`config.mk`:
```
export PLATFORM = sky130hd
export DESIGN_NAME = rmi_cell
export DESIGN_NICKNAME = d
export VERILOG_FILES = /design/src/rtl/rmi_pkg.sv /design/src/rtl/rmi_cell.sv
export SDC_FILE = /design/constraint.sdc
export NUM_CORES = 1
export LEC_CHECK = 0
export ABC_AREA = 1
export BUFFER_PORTS_ARGS = -buffer_cell sky130_fd_sc_hd__buf_4
export CORE_ASPECT_RATIO = 1.75
export CORE_MARGIN = 1.5
export CORE_UTILIZATION = 46
export DETAILED_ROUTE_END_ITERATION = 10
export GPL_ROUTABILITY_DRIVEN = 0
export HOLD_SLACK_MARGIN = 0.02
export PLACE_DENSITY_LB_ADDON = 0.12
export SLEW_MARGIN = 20
export SYNTH_ARGS = -nofsm -noshare
export SYNTH_HDL_FRONTEND = slang
export SYNTH_SLANG_ARGS = --single-unit
export TNS_END_PERCENT = 5
```
`constraint.sdc`:
```
create_clock -name clk_i -period 2.25 [get_ports clk_i]
set_clock_uncertainty 0.2 [all_clocks]
set_input_delay 0.1125 -clock clk_i [delete_from_list [all_inputs] [get_ports clk_i]]
set_output_delay 0.1125 -clock clk_i [all_outputs]
set_load 0.05 [all_outputs]
```
`src/rtl/rmi_pkg.sv`:
```
// Shared types, constants and helpers for the range-max counter array.
`default_nettype none
package rmi_pkg;

  localparam int ENTRIES     = 256;
  localparam int VALUE_BITS  = 31;
  localparam int IDX_W       = (ENTRIES > 2) ? $clog2(ENTRIES) : 1;
  localparam int RANGE_W     = 8;
  localparam int CMP_W       = (IDX_W > RANGE_W) ? IDX_W : RANGE_W;
  localparam int FIELD_W     = 31;

  typedef logic [VALUE_BITS-1:0] value_t;
  typedef logic [IDX_W-1:0]      idx_t;
  typedef logic [RANGE_W-1:0]    range_t;
  typedef logic [FIELD_W-1:0]    field_t;

  localparam value_t VALUE_MAX = '1;
  localparam idx_t   LAST_IDX  = idx_t'(ENTRIES - 1);

  typedef enum logic [1:0] {
    KIND_LOAD  = 2'd0,
    KIND_QUERY = 2'd1,
    KIND_INCR  = 2'd2,
    KIND_RESET = 2'd3
  } kind_e;

  typedef struct packed {
    logic   shift;
    value_t tail;
  } chain_t;

  function automatic value_t fit_value(field_t v);
    logic [63:0] w;
    w = 64'(v);
    return w[VALUE_BITS-1:0];
  endfunction

  function automatic field_t to_field(value_t v);
    logic [63:0] w;
    w = 64'(v);
    return w[FIELD_W-1:0];
  endfunction

endpackage
`default_nettype wire

```
`src/rtl/rmi_cell.sv`:
```
// One storage cell of the rotating entry chain.
`default_nettype none
module rmi_cell import rmi_pkg::*; (
  input  wire         clk_i,
  input  wire         rst_ni,
  input  wire         shift_i,
  input  wire value_t d_i,
  output value_t      q_o
);

  value_t val_q;

  always_ff @(posedge clk_i or negedge rst_ni) begin
    if (!rst_ni) begin
      val_q <= '0;
    end else if (shift_i) begin
      val_q <= d_i;
    end
  end

  assign q_o = val_q;

endmodule
`default_nettype wire

```
==> results.md <==
- Post-route clock period utilization: 0.530
- Register bit total from synthesis: 31
- Global-route wire length before repair: 5450 microns
- CP top delay family: flip-flops
- Slew Viols, Final: 0
- Leakage: 0.00115 uW
- Root buffer cell: clkbuf_8
- Clock power frac: 0.307
- Critical Path Start Type: flop
- Pre-antenna DRT Iters: 4
- DRC: 0
- Reg power frac: 0.412
- Placed Area: 1640 sq um
- WS Path Type: flop to primary output
- Int Pwr: 1040 uW
- R2r setup slk: 1.38 ns
- Fin cells: 254
- Worst EP arrival: 0.88 ns
- Antenna Cells: 0
- Setup TNS: 0 ns
- Final min period: 1.19 ns
- Final setup vio count: 0
- Final net count: 262
- Fill cell count: 117
- DR WL/cell: 14.1 microns
- Synth-to-Final Area Change: 77.9%
- Largest net degree at the start of global routing: 33
- WL met1: 1310 microns
- Max Freq: 839 MHz
- Final non-filler cell area: 2060 sq um
- Die area: 2840 sq um
- Sequential share of the synthesized area: 0.670
- Number of flip-flops in the largest register: 31
- RSZ-0062 raised after global routing: no
- Die Ht: 69.4 microns
- Crit path largest cell delay: 0.40 ns
- Status: complete, no violations
- Relative slew slack: 0.656
- Total grt overflow: 0
- CTS resizes: 0
- Most frequent cells in the layout: nand2_1 (93), buf_4 (64), dlygate4sd3_1 (32), dfrtp_1 (31), clkbuf_8 (7)
- Routed WL: 3580 microns
- Maximum vdd drop: 0.660 mV
- Synth top area share: 0.670
- Fin. Hold Viols: 0
- CTS tree: built
- Mapped Avg Cell Area: 8.84 sq um
- Core footprint: 2330 sq um
- Max cap viols: 0
- Cells along the critical path: buf_4
- Commonest non-fill, non-tap cell in the layout: nand2_1
- WP buf/inv: 1
- Gr usage total: 0.283
- Dpl cells: 214
- Hpwl dp: 2070 microns
- Mapped Nets: 165
- Vias in the first global route: 1284
- Clk sink count: 31
- Switch Pwr: 503 uW
- Warnings, synthesis: 0
- Slew @ Worst Pin: 0.516 ns
- Logic pwr share: 0.281
- Largest area contributor in the synthesized netlist: dfrtp_1
- PwrDens: 750 nW/um^2
- Dominant cells by area after synthesis: dfrtp_1 (67%), nand2_1 (30%), buf_2 (2.6%)
- IO Count: 65
- Number of CTS-inserted buffers: 5
- Starting Density: 0.497
- Highest fanout seen on the critical path: 2
- Crit-path slowest cell: dfrtp_1
- Worst skew pair latency: 0.27 ns
- CTS HTree Levels: 2
- Row cnt: 23
- Die width: 40.9 microns
- Cells after Synth: 131
- Min-Delay Path Class: input port to flop
- Layout cell share with drive strength beyond 1: 0.314
- Sw Share: 0.325
- Routed length on met3: 220 microns
- Buffers on Ports: 64
- Antenna violations before repair: 0
- Distinct cells, synth: 4
- Clock-pin slew on the worst setup and hold paths: 0.06 ns
- Max layer used: met4
- Via count: 1222
- Post-synthesis cell area: 1160 sq um
- Met2 WL: 1970 microns
- Req. time, crit path: 1.94 ns
- CTS Buffer Depth: 2
- Antenna viol nets, final: 0
- Via-to-Cell Ratio: 4.81
- DR iter-0 viols: 41
- CP Capture Type: primary output
[power by group through the flow]
stage,clock network [uW],logic (uW),registers (uW)
global placement,0,376,643
global route,505,458,642
finish,474,435,637
CTS,481,431,636
floorplan,0,57.0,818
detailed placement,0,386,645
[cells by family (layout without fill, tap and decap cells)]
logic type             after synthesis  in the layout  share of synthesized area
buffers and inverters                7            105                     0.0292
flip-flops                          31             31                      0.670
AND/OR/NAND/NOR                     93             93                      0.301
[repair_timing]
| action | 4_1_cts | 5_1_grt |
|---|---|---|
| hold endpoints to repair | 62 | 0 |
| hold buffers | 32 | 0 |
| buffers inserted | 0 | 0 |
| setup endpoints to repair | 0 | 0 |
[final timing paths]
kind                            startpoint  endpoint  depth (start not counted)
worst max-delay path               q_o[12]   q_o[12]                          1
worst min-delay path               shift_i   q_o[19]                          3
worst max register to register     q_o[12]   q_o[12]                          2
worst min register to register     q_o[22]   q_o[22]                          2
max in group asynchronous           rst_ni   q_o[29]                          2
min in group asynchronous           rst_ni   q_o[16]                          2
[metal layers]
| metal | track usage | vias up |
|---|---|---|
| met1 | 0.293 | 574 |
| li1 | - | 580 |
| met5 | 0 | - |
| met3 | 0.0833 | 10 |
| met4 | 0.122 | 0 |
| met2 | 0.479 | 58 |
[synthesized netlist by cell type]
cell / instances
nand2_1: 93
inv_2: 1
buf_2: 6
dfrtp_1: 31
[area by class of cell]
| cell class | instances | area, sq um | share of cell area |
|---|---|---|---|
| sequential | 31 | 776 | 0.376 |
| clock buffer | 8 | 100 | 0.0486 |
| tap | 25 | 31.3 | 0.0152 |
| inverter | 1 | 3.75 | 0.00182 |
| timing repair buffer | 96 | 801 | 0.389 |
| multi-input combinational | 93 | 349 | 0.169 |
[stage by stage]
stage / hold WS, ns / power [uW] / worst slack [ns] / util
global placement: -0.145 / 1020 / 1.08 / 0.704
finish: 0.0319 / 1550 / 1.06 / 0.884
global route: 0.0403 / 1610 / 1.04 / 0.884
CTS: 0.0248 / 1550 / 1.07 / 0.884
floorplan: -0.383 / 875 / 1.22 / -
detailed placement: -0.139 / 1030 / 1.00 / 0.704
No activity file was read; power rests on OpenSTA's default activity.
