$ cat src/rtl/rmi_pkg.sv
// Shared types, constants and helpers for the range-max counter array.
`default_nettype none
package rmi_pkg;

  localparam int ENTRIES     = 256;
  localparam int VALUE_BITS  = 31;
  localparam int IDX_W       = (ENTRIES > 2) ? $clog2(ENTRIES) : 1;
  localparam int RANGE_W     = 8;
  localparam int CMP_W       = (IDX_W > RANGE_W) ? IDX_W : RANGE_W;
  localparam int FIELD_W     = 31;

  typedef logic [VALUE_BITS-1:0] value_t;
  typedef logic [IDX_W-1:0]      idx_t;
  typedef logic [RANGE_W-1:0]    range_t;
  typedef logic [FIELD_W-1:0]    field_t;

  localparam value_t VALUE_MAX = '1;
  localparam idx_t   LAST_IDX  = idx_t'(ENTRIES - 1);

  typedef enum logic [1:0] {
    KIND_LOAD  = 2'd0,
    KIND_QUERY = 2'd1,
    KIND_INCR  = 2'd2,
    KIND_RESET = 2'd3
  } kind_e;

  typedef struct packed {
    logic   shift;
    value_t tail;
  } chain_t;

  function automatic value_t fit_value(field_t v);
    logic [63:0] w;
    w = 64'(v);
    return w[VALUE_BITS-1:0];
  endfunction

  function automatic field_t to_field(value_t v);
    logic [63:0] w;
    w = 64'(v);
    return w[FIELD_W-1:0];
  endfunction

endpackage
`default_nettype wire

$ cat src/rtl/rmi_in_if.sv
// Input channel: item kind, range bounds and load value.
`default_nettype none
interface rmi_in_if import rmi_pkg::*; ();
  logic   valid;
  logic   ready;
  kind_e  kind;
  range_t range_low;
  range_t range_high;
  field_t load_value;

  modport source (output valid, kind, range_low, range_high, load_value, input ready);
  modport sink   (input valid, kind, range_low, range_high, load_value, output ready);
endinterface
`default_nettype wire

$ cat src/rtl/rmi_out_if.sv
// Output channel: one result value per item.
`default_nettype none
interface rmi_out_if import rmi_pkg::*; ();
  logic   valid;
  logic   ready;
  field_t result_value;

  modport source (output valid, result_value, input ready);
  modport sink   (input valid, result_value, output ready);
endinterface
`default_nettype wire

$ cat src/rtl/rmi_ctrl.sv
// Sequencer and head processing stage: applies each item to entries as they pass.
`default_nettype none
module rmi_ctrl import rmi_pkg::*; (
  input  wire         clk_i,
  input  wire         rst_ni,
  rmi_in_if.sink      in_if,
  rmi_out_if.source   out_if,
  input  wire value_t head_i,
  output chain_t      chain_o
);

  typedef enum logic [1:0] {
    S_IDLE,
    S_SCAN,
    S_WALK
  } state_e;

  state_e state_q;
  idx_t   cnt_q;
  value_t best_q;
  value_t top_q;
  kind_e  kind_q;
  range_t lo_q;
  range_t hi_q;
  value_t val_q;
  logic   out_valid_q;
  field_t out_data_q;

  logic       last;
  logic       out_busy;
  logic       walk_go;
  logic       in_rng;
  logic [CMP_W-1:0] idx_ext;
  logic [CMP_W-1:0] lo_ext;
  logic [CMP_W-1:0] hi_ext;
  value_t     best_nxt;
  value_t     tail;

  assign last     = (cnt_q == LAST_IDX);
  assign out_busy = out_valid_q && !out_if.ready;
  assign walk_go  = !(last && out_busy);
  assign idx_ext  = CMP_W'(cnt_q);
  assign lo_ext   = CMP_W'(lo_q);
  assign hi_ext   = CMP_W'(hi_q);
  assign in_rng   = (lo_q <= hi_q) && (idx_ext >= lo_ext) && (idx_ext <= hi_ext);

  always_comb begin
    best_nxt = best_q;
    tail     = head_i;
    if (state_q == S_SCAN) begin
      if (head_i > best_q) best_nxt = head_i;
    end else begin
      case (kind_q)
        KIND_LOAD: begin
          if (idx_ext == lo_ext) tail = val_q;
        end
        KIND_QUERY: begin
          if (in_rng && (head_i > best_q)) best_nxt = head_i;
        end
        KIND_INCR: begin
          if (in_rng && (head_i != VALUE_MAX)) tail = head_i + value_t'(1);
        end
        KIND_RESET: begin
          if (in_rng && (head_i == top_q)) tail = '0;
        end
        default: begin
          tail = head_i;
        end
      endcase
    end
  end

  assign chain_o.shift = (state_q == S_SCAN) || ((state_q == S_WALK) && walk_go);
  assign chain_o.tail  = tail;

  assign in_if.ready         = (state_q == S_IDLE);
  assign out_if.valid        = out_valid_q;
  assign out_if.result_value = out_data_q;

  always_ff @(posedge clk_i or negedge rst_ni) begin
    if (!rst_ni) begin
      state_q     <= S_IDLE;
      cnt_q       <= '0;
      best_q      <= '0;
      top_q       <= '0;
      kind_q      <= KIND_LOAD;
      lo_q        <= '0;
      hi_q        <= '0;
      val_q       <= '0;
      out_valid_q <= 1'b0;
      out_data_q  <= '0;
    end else begin
      if ((state_q == S_WALK) && walk_go && last) begin
        out_valid_q <= 1'b1;
      end else if (out_if.ready) begin
        out_valid_q <= 1'b0;
      end
      case (state_q)
        S_IDLE: begin
          if (in_if.valid) begin
            kind_q  <= in_if.kind;
            lo_q    <= in_if.range_low;
            hi_q    <= in_if.range_high;
            val_q   <= fit_value(in_if.load_value);
            cnt_q   <= '0;
            best_q  <= '0;
            state_q <= (in_if.kind == KIND_RESET) ? S_SCAN : S_WALK;
          end
        end
        S_SCAN: begin
          if (last) begin
            cnt_q   <= '0;
            top_q   <= best_nxt;
            best_q  <= '0;
            state_q <= S_WALK;
          end else begin
            cnt_q  <= cnt_q + idx_t'(1);
            best_q <= best_nxt;
          end
        end
        S_WALK: begin
          if (walk_go) begin
            best_q <= best_nxt;
            if (last) begin
              cnt_q       <= '0;
              out_data_q  <= (kind_q == KIND_QUERY) ? to_field(best_nxt) : '0;
              state_q     <= S_IDLE;
            end else begin
              cnt_q <= cnt_q + idx_t'(1);
            end
          end
        end
        default: begin
          state_q <= S_IDLE;
        end
      endcase
    end
  end

endmodule
`default_nettype wire

$ cat src/flat_wrapper.sv
// flat-port wrapper written by rule: the top's interface ports become plain ports
module rmi_ctrl_flat import rmi_pkg::*;
  (clk_i, rst_ni, head_i, chain_o, in_if_valid, in_if_kind, in_if_range_low, in_if_range_high, in_if_load_value, in_if_ready, out_if_valid, out_if_result_value, out_if_ready);
  rmi_in_if in_if_i ();
  rmi_out_if out_if_i ();
  input  wire clk_i;
  input  wire rst_ni;
  input  wire value_t head_i;
  output chain_t chain_o;
  input wire logic [$bits(in_if_i.valid)-1:0] in_if_valid;
  input wire logic [$bits(in_if_i.kind)-1:0] in_if_kind;
  input wire logic [$bits(in_if_i.range_low)-1:0] in_if_range_low;
  input wire logic [$bits(in_if_i.range_high)-1:0] in_if_range_high;
  input wire logic [$bits(in_if_i.load_value)-1:0] in_if_load_value;
  output wire logic [$bits(in_if_i.ready)-1:0] in_if_ready;
  output wire logic [$bits(out_if_i.valid)-1:0] out_if_valid;
  output wire logic [$bits(out_if_i.result_value)-1:0] out_if_result_value;
  input wire logic [$bits(out_if_i.ready)-1:0] out_if_ready;
  assign in_if_i.valid = in_if_valid;
  assign in_if_i.kind = in_if_kind;
  assign in_if_i.range_low = in_if_range_low;
  assign in_if_i.range_high = in_if_range_high;
  assign in_if_i.load_value = in_if_load_value;
  assign in_if_ready = in_if_i.ready;
  assign out_if_valid = out_if_i.valid;
  assign out_if_result_value = out_if_i.result_value;
  assign out_if_i.ready = out_if_ready;
  rmi_ctrl u_core (.clk_i(clk_i), .rst_ni(rst_ni), .in_if(in_if_i), .out_if(out_if_i), .head_i(head_i), .chain_o(chain_o));
endmodule
$ cat config.mk
export PLATFORM = sky130hd
export DESIGN_NAME = rmi_ctrl_flat
export DESIGN_NICKNAME = d
export VERILOG_FILES = /design/src/rtl/rmi_pkg.sv /design/src/rtl/rmi_in_if.sv /design/src/rtl/rmi_out_if.sv /design/src/rtl/rmi_ctrl.sv /design/src/flat_wrapper.sv
export SDC_FILE = /design/constraint.sdc
export NUM_CORES = 1
export LEC_CHECK = 0
export BUFFER_PORTS_ARGS = -buffer_cell sky130_fd_sc_hd__buf_2
export CORE_AREA = 2 2 112 168
export CTS_BUF_LIST = sky130_fd_sc_hd__clkbuf_8
export DETAILED_ROUTE_END_ITERATION = 8
export DIE_AREA = 0 0 114 170
export PLACE_DENSITY = 0.78
export SYNTH_ARGS = -nofsm -noshare
export SYNTH_HDL_FRONTEND = slang
export SYNTH_SLANG_ARGS = --single-unit
$ cat constraint.sdc
create_clock -name clk_i -period 2.9 [get_ports clk_i]
set_input_delay 0.58 -clock clk_i [delete_from_list [all_inputs] [get_ports clk_i]]
set_output_delay 0.58 -clock clk_i [all_outputs]
set_load 0.05 [all_outputs]
==> flow_metrics.env <==
export IMPL_seq_area_frac_synth=0.403
export IMPL_cts_root_buf="clkbuf_8"
export IMPL_synthAdderAreaFrac=0.0804
export IMPL_avgSynthCellArea_um2=9.44
export IMPL_fin_nets=1453
export IMPL_grt_pass1_vias=9425
export IMPL_synthFlopType="dfrtp_1"
export IMPL_fp_dieW_um=114
export IMPL_yosysUniqueCellTypes=58
export IMPL_rows=60
export IMPL_cts_sinks=153
export IMPL_clk_pin_slew_ns=0.09
export IMPL_vias_per_cell=6.58
export IMPL_worstSetupStartpointType="register"
export IMPL_min_path_type="in -> async"
export IMPL_fmax_ghz=0.255
export IMPL_drt_iter0_drc=1103
export IMPL_wl_met2_mm=17.7
export IMPL_nFillCells=1069
export IMPL_die_h_um=170
export IMPL_synth_top_family_by_area="compound AO/OA/AOI/OAI gates"
export IMPL_areaGrowthSynthToFinish_pct=43.9
export IMPL_dr_total_vias=10100
export IMPL_final_area_um2=13700
export IMPL_switchingPower_mw=2.97
export IMPL_p_seq_frac=0.310
export IMPL_dpl_hpwl_mm=22.5
export IMPL_antenna_found_initial=0
export IMPL_routedWlPerCell_um=24.1
export IMPL_slew_limit_headroom=0.566
export IMPL_finalClockSkew_ns=0.0117
export IMPL_period_needed_ns=3.93
export IMPL_leakage_nw=6.62
export IMPL_wl_met3_mm=3.33
export IMPL_fin_setup_tns_ns=-28.32
export IMPL_syn_nets=1151
export IMPL_grt_start_max_net_pins=64
export IMPL_ys_warn_count=0
export IMPL_synthMuxAreaShare=0.118
export IMPL_finalSetupViolations=72
export IMPL_coreArea_um2=17900
export IMPL_drt_wl_total_mm=37.0
export IMPL_worstPathRequired_ns=2.32
export IMPL_synth_edf_count=0
export IMPL_clock_power_share=0.224
export IMPL_worst_setup_path_type="reg -> out"
export IMPL_swShare=0.362
export IMPL_dr_pass1_iters=8
export IMPL_cts_buffer_depth=2
export IMPL_drive_gt1_frac=0.437
export IMPL_dieArea_um2=19400
export IMPL_port_buffers=148
export IMPL_cts_made_buffers=17
export IMPL_p_int_mw=5.23
export IMPL_drc=0
export IMPL_ios=149
export IMPL_end_kind="primary output"
export IMPL_syn_area_um2=9490
export IMPL_postRouteAntennaNets=0
export IMPL_fin_crit_sh=1.35
export IMPL_htree_levels=4
export IMPL_timing_hold_ws_ns=0.0976
export IMPL_comb_power_share=0.466
export IMPL_synth_compound_area_frac=0.164
export IMPL_max_cap_violations=0
export IMPL_initial_utilization=0.531
export IMPL_vdd_drop_max_mv=0.516
export IMPL_critPathMaxFanout=5
export IMPL_overflow=0
export IMPL_cts_tree="done"
export IMPL_worstSkewPairLatency_ns=0.48
export IMPL_routabilityCongestion=0.922
export IMPL_yosys_area_share_simple=0.145
export IMPL_insertedDiodeCount=0
export IMPL_synth_xor_area_frac=0.0323
export IMPL_synth_async_reset_ratio=1.00
export IMPL_status="complete, but fails checks"
export IMPL_placed_area_um2=11700
export IMPL_worst_slew_pin_slew_ns=0.651
export IMPL_topRoutingLayerUsed="met4"
export IMPL_final_hold_viol_count=0
export IMPL_routedLengthMet1_mm=12.6
export IMPL_cp_arrival_ns=3.35
export IMPL_violations="negative setup slack"
export IMPL_rsz0062_at_grt="yes"
export IMPL_synth_ff_latch_count=153
export IMPL_grtUsageTotal=0.329
export IMPL_synth_cells=1006
export IMPL_pwr_density_cell_nw_per_um2=600
export IMPL_maxSlewViolCount=0
export IMPL_layout_setup_ws_ns=-1.03
export IMPL_grt_first_pass_wirelength_mm=49.3
-- sequential cells by signal, summed over array words and instances, names as in the netlist --
register and cells:
u_core.out_if.result_value 31, u_core.lo_ext 8, u_core.kind_q 2, u_core.top_q 31
u_core.val_q 31, u_core.hi_ext 8, u_core.state_q 2, u_core.best_q 31
u_core.out_if.valid 1, u_core.cnt_q 8
-- routing by layer --
metal / up-vias / GRT usage
met3: 280 / 0.0616
li1: 4222 / -
met4: 0 / 0.252
met5: - / 0
met1: 4827 / 0.374
met2: 797 / 0.543
-- stage by stage --
step | power (mW) | setup slack (ns) | cells | util
3_5_place_dp | 5.46 | -0.866 | 1460 | 0.657
5_1_grt | 8.49 | -1.10 | 1538 | 0.764
4_1_cts | 7.44 | -0.952 | 1512 | 0.722
3_3_place_gp | 5.37 | -0.863 | 1460 | 0.657
2_1_floorplan | 4.35 | -0.506 | 1006 | -
6_report | 8.20 | -1.03 | 1538 | 0.764
-- final cells by class --
type	instances	area, um2	share of cell area
multi-input cells	726	6140	0.450
flip-flops and latches	153	3830	0.280
repair buffers	354	2770	0.203
well taps	217	272	0.0199
clock buffers	18	248	0.0181
inverters	56	210	0.0154
clock inverters	14	181	0.0133
-- worst max-delay path: stages (launching register included) --
cell and delay [ns]:
dfrtp_1 0.37, inv_2 0.05, buf_6 0.11, ha_4 0.23
nor2b_4 0.12, o211ai_1 0.21, a21oi_2 0.11, o22ai_2 0.22
nand3_4 0.16, buf_6 0.17, or3_4 0.36, or3_1 0.32
o211ai_1 0.17, buf_4 0.26
-- power by group through the flow --
| stage | Combinational (mW) | Clock (mW) | Sequential, mW |
|---|---|---|---|
| floorplan | 1.80 | 0 | 2.55 |
| global placement | 2.82 | 0 | 2.55 |
| global route | 4.01 | 1.92 | 2.56 |
| detailed placement | 2.90 | 0 | 2.56 |
| finish | 3.82 | 1.83 | 2.54 |
| CTS | 3.10 | 1.82 | 2.52 |
-- cell usage after synthesis, types with 2 or more instances --
| cell type | n | area share |
|---|---|---|
| dfrtp_1 | 153 | 0.40 |
| nand2_1 | 120 | 0.047 |
| o21ai_0 | 74 | 0.039 |
| ha_1 | 61 | 0.080 |
| clkbuf_1 | 57 | 0.023 |
| inv_1 | 56 | 0.022 |
| mux2i_1 | 56 | 0.059 |
| mux2_2 | 50 | 0.059 |
| a21oi_1 | 48 | 0.025 |
| xnor2_1 | 34 | 0.031 |
| a22o_1 | 32 | 0.030 |
| nand3_1 | 29 | 0.015 |
| o21ai_1 | 29 | 0.015 |
| nand4_1 | 24 | 0.016 |
| nor2_1 | 22 | 0.0087 |
| o211ai_1 | 19 | 0.015 |
| and3_1 | 15 | 0.0099 |
| a31oi_1 | 11 | 0.0072 |
| nor3_1 | 10 | 0.0053 |
| or3_1 | 9 | 0.0059 |
| nor2b_1 | 8 | 0.0053 |
| nand2b_1 | 7 | 0.0046 |
| nor4_1 | 7 | 0.0046 |
| buf_2 | 6 | 0.0032 |
| o311ai_0 | 6 | 0.0055 |
| and4_1 | 5 | 0.0046 |
| buf_6 | 5 | 0.0059 |
| a32oi_1 | 4 | 0.0037 |
| and2_1 | 4 | 0.0026 |
| or4_1 | 4 | 0.0032 |
| a221o_1 | 3 | 0.0032 |
| buf_4 | 3 | 0.0024 |
| nor4_2 | 3 | 0.0040 |
| o21bai_1 | 3 | 0.0024 |
| a211oi_1 | 2 | 0.0016 |
| a21o_1 | 2 | 0.0016 |
| a22oi_1 | 2 | 0.0016 |
| nor3b_1 | 2 | 0.0016 |
| o22ai_1 | 2 | 0.0013 |
-- repair_timing --
item	in CTS	in global routing
buffers inserted	17	25
resized for setup	145	109
endpoints found under the setup margin	101	98
pin swaps	47	29
hold buffers	0	0
gates cloned	3	4
-- cell usage in the layout (no fill, tap or decap), drive strengths merged, types with 32 or more instances in the layout --
cell type	n
mux2i	56
a22o	32
ha	61
o21ai	103
xnor2	34
nand2	120
inv	60
mux2	50
dfrtp	153
buf	353
a21oi	49
-- cells by family after synthesis --
kind of cell,after synthesis
buffers and inverters,127
AND/OR/NAND/NOR,275
adder cells (fa/ha/maj),61
AO/OA/AOI/OAI,249
flip-flops,153
XOR/XNOR,35
multiplexers,106
-- path summary, 6_finish.rpt --
| kind | startpoint | endpoint | slack (ns) | depth (start not counted) |
|---|---|---|---|---|
| max | u_core.hi_ext[1] | chain_o[10] | -1.03 | 13 |
| min | rst_ni | u_core.lo_ext[1] | 0.1 | 1 |
| max reg2reg | u_core.best_q[30] | u_core.best_q[29] | -0.10 | 11 |
| min reg2reg | u_core.out_if.result_value[5] | u_core.out_if.result_value[5] | 0.48 | 2 |
| max in group asynchronous | rst_ni | u_core.top_q[23] | 2.02 | 2 |
| min in group clk_i | in_if_load_value[22] | u_core.val_q[22] | 0.33 | 2 |
(Power assumes the default switching activity.)
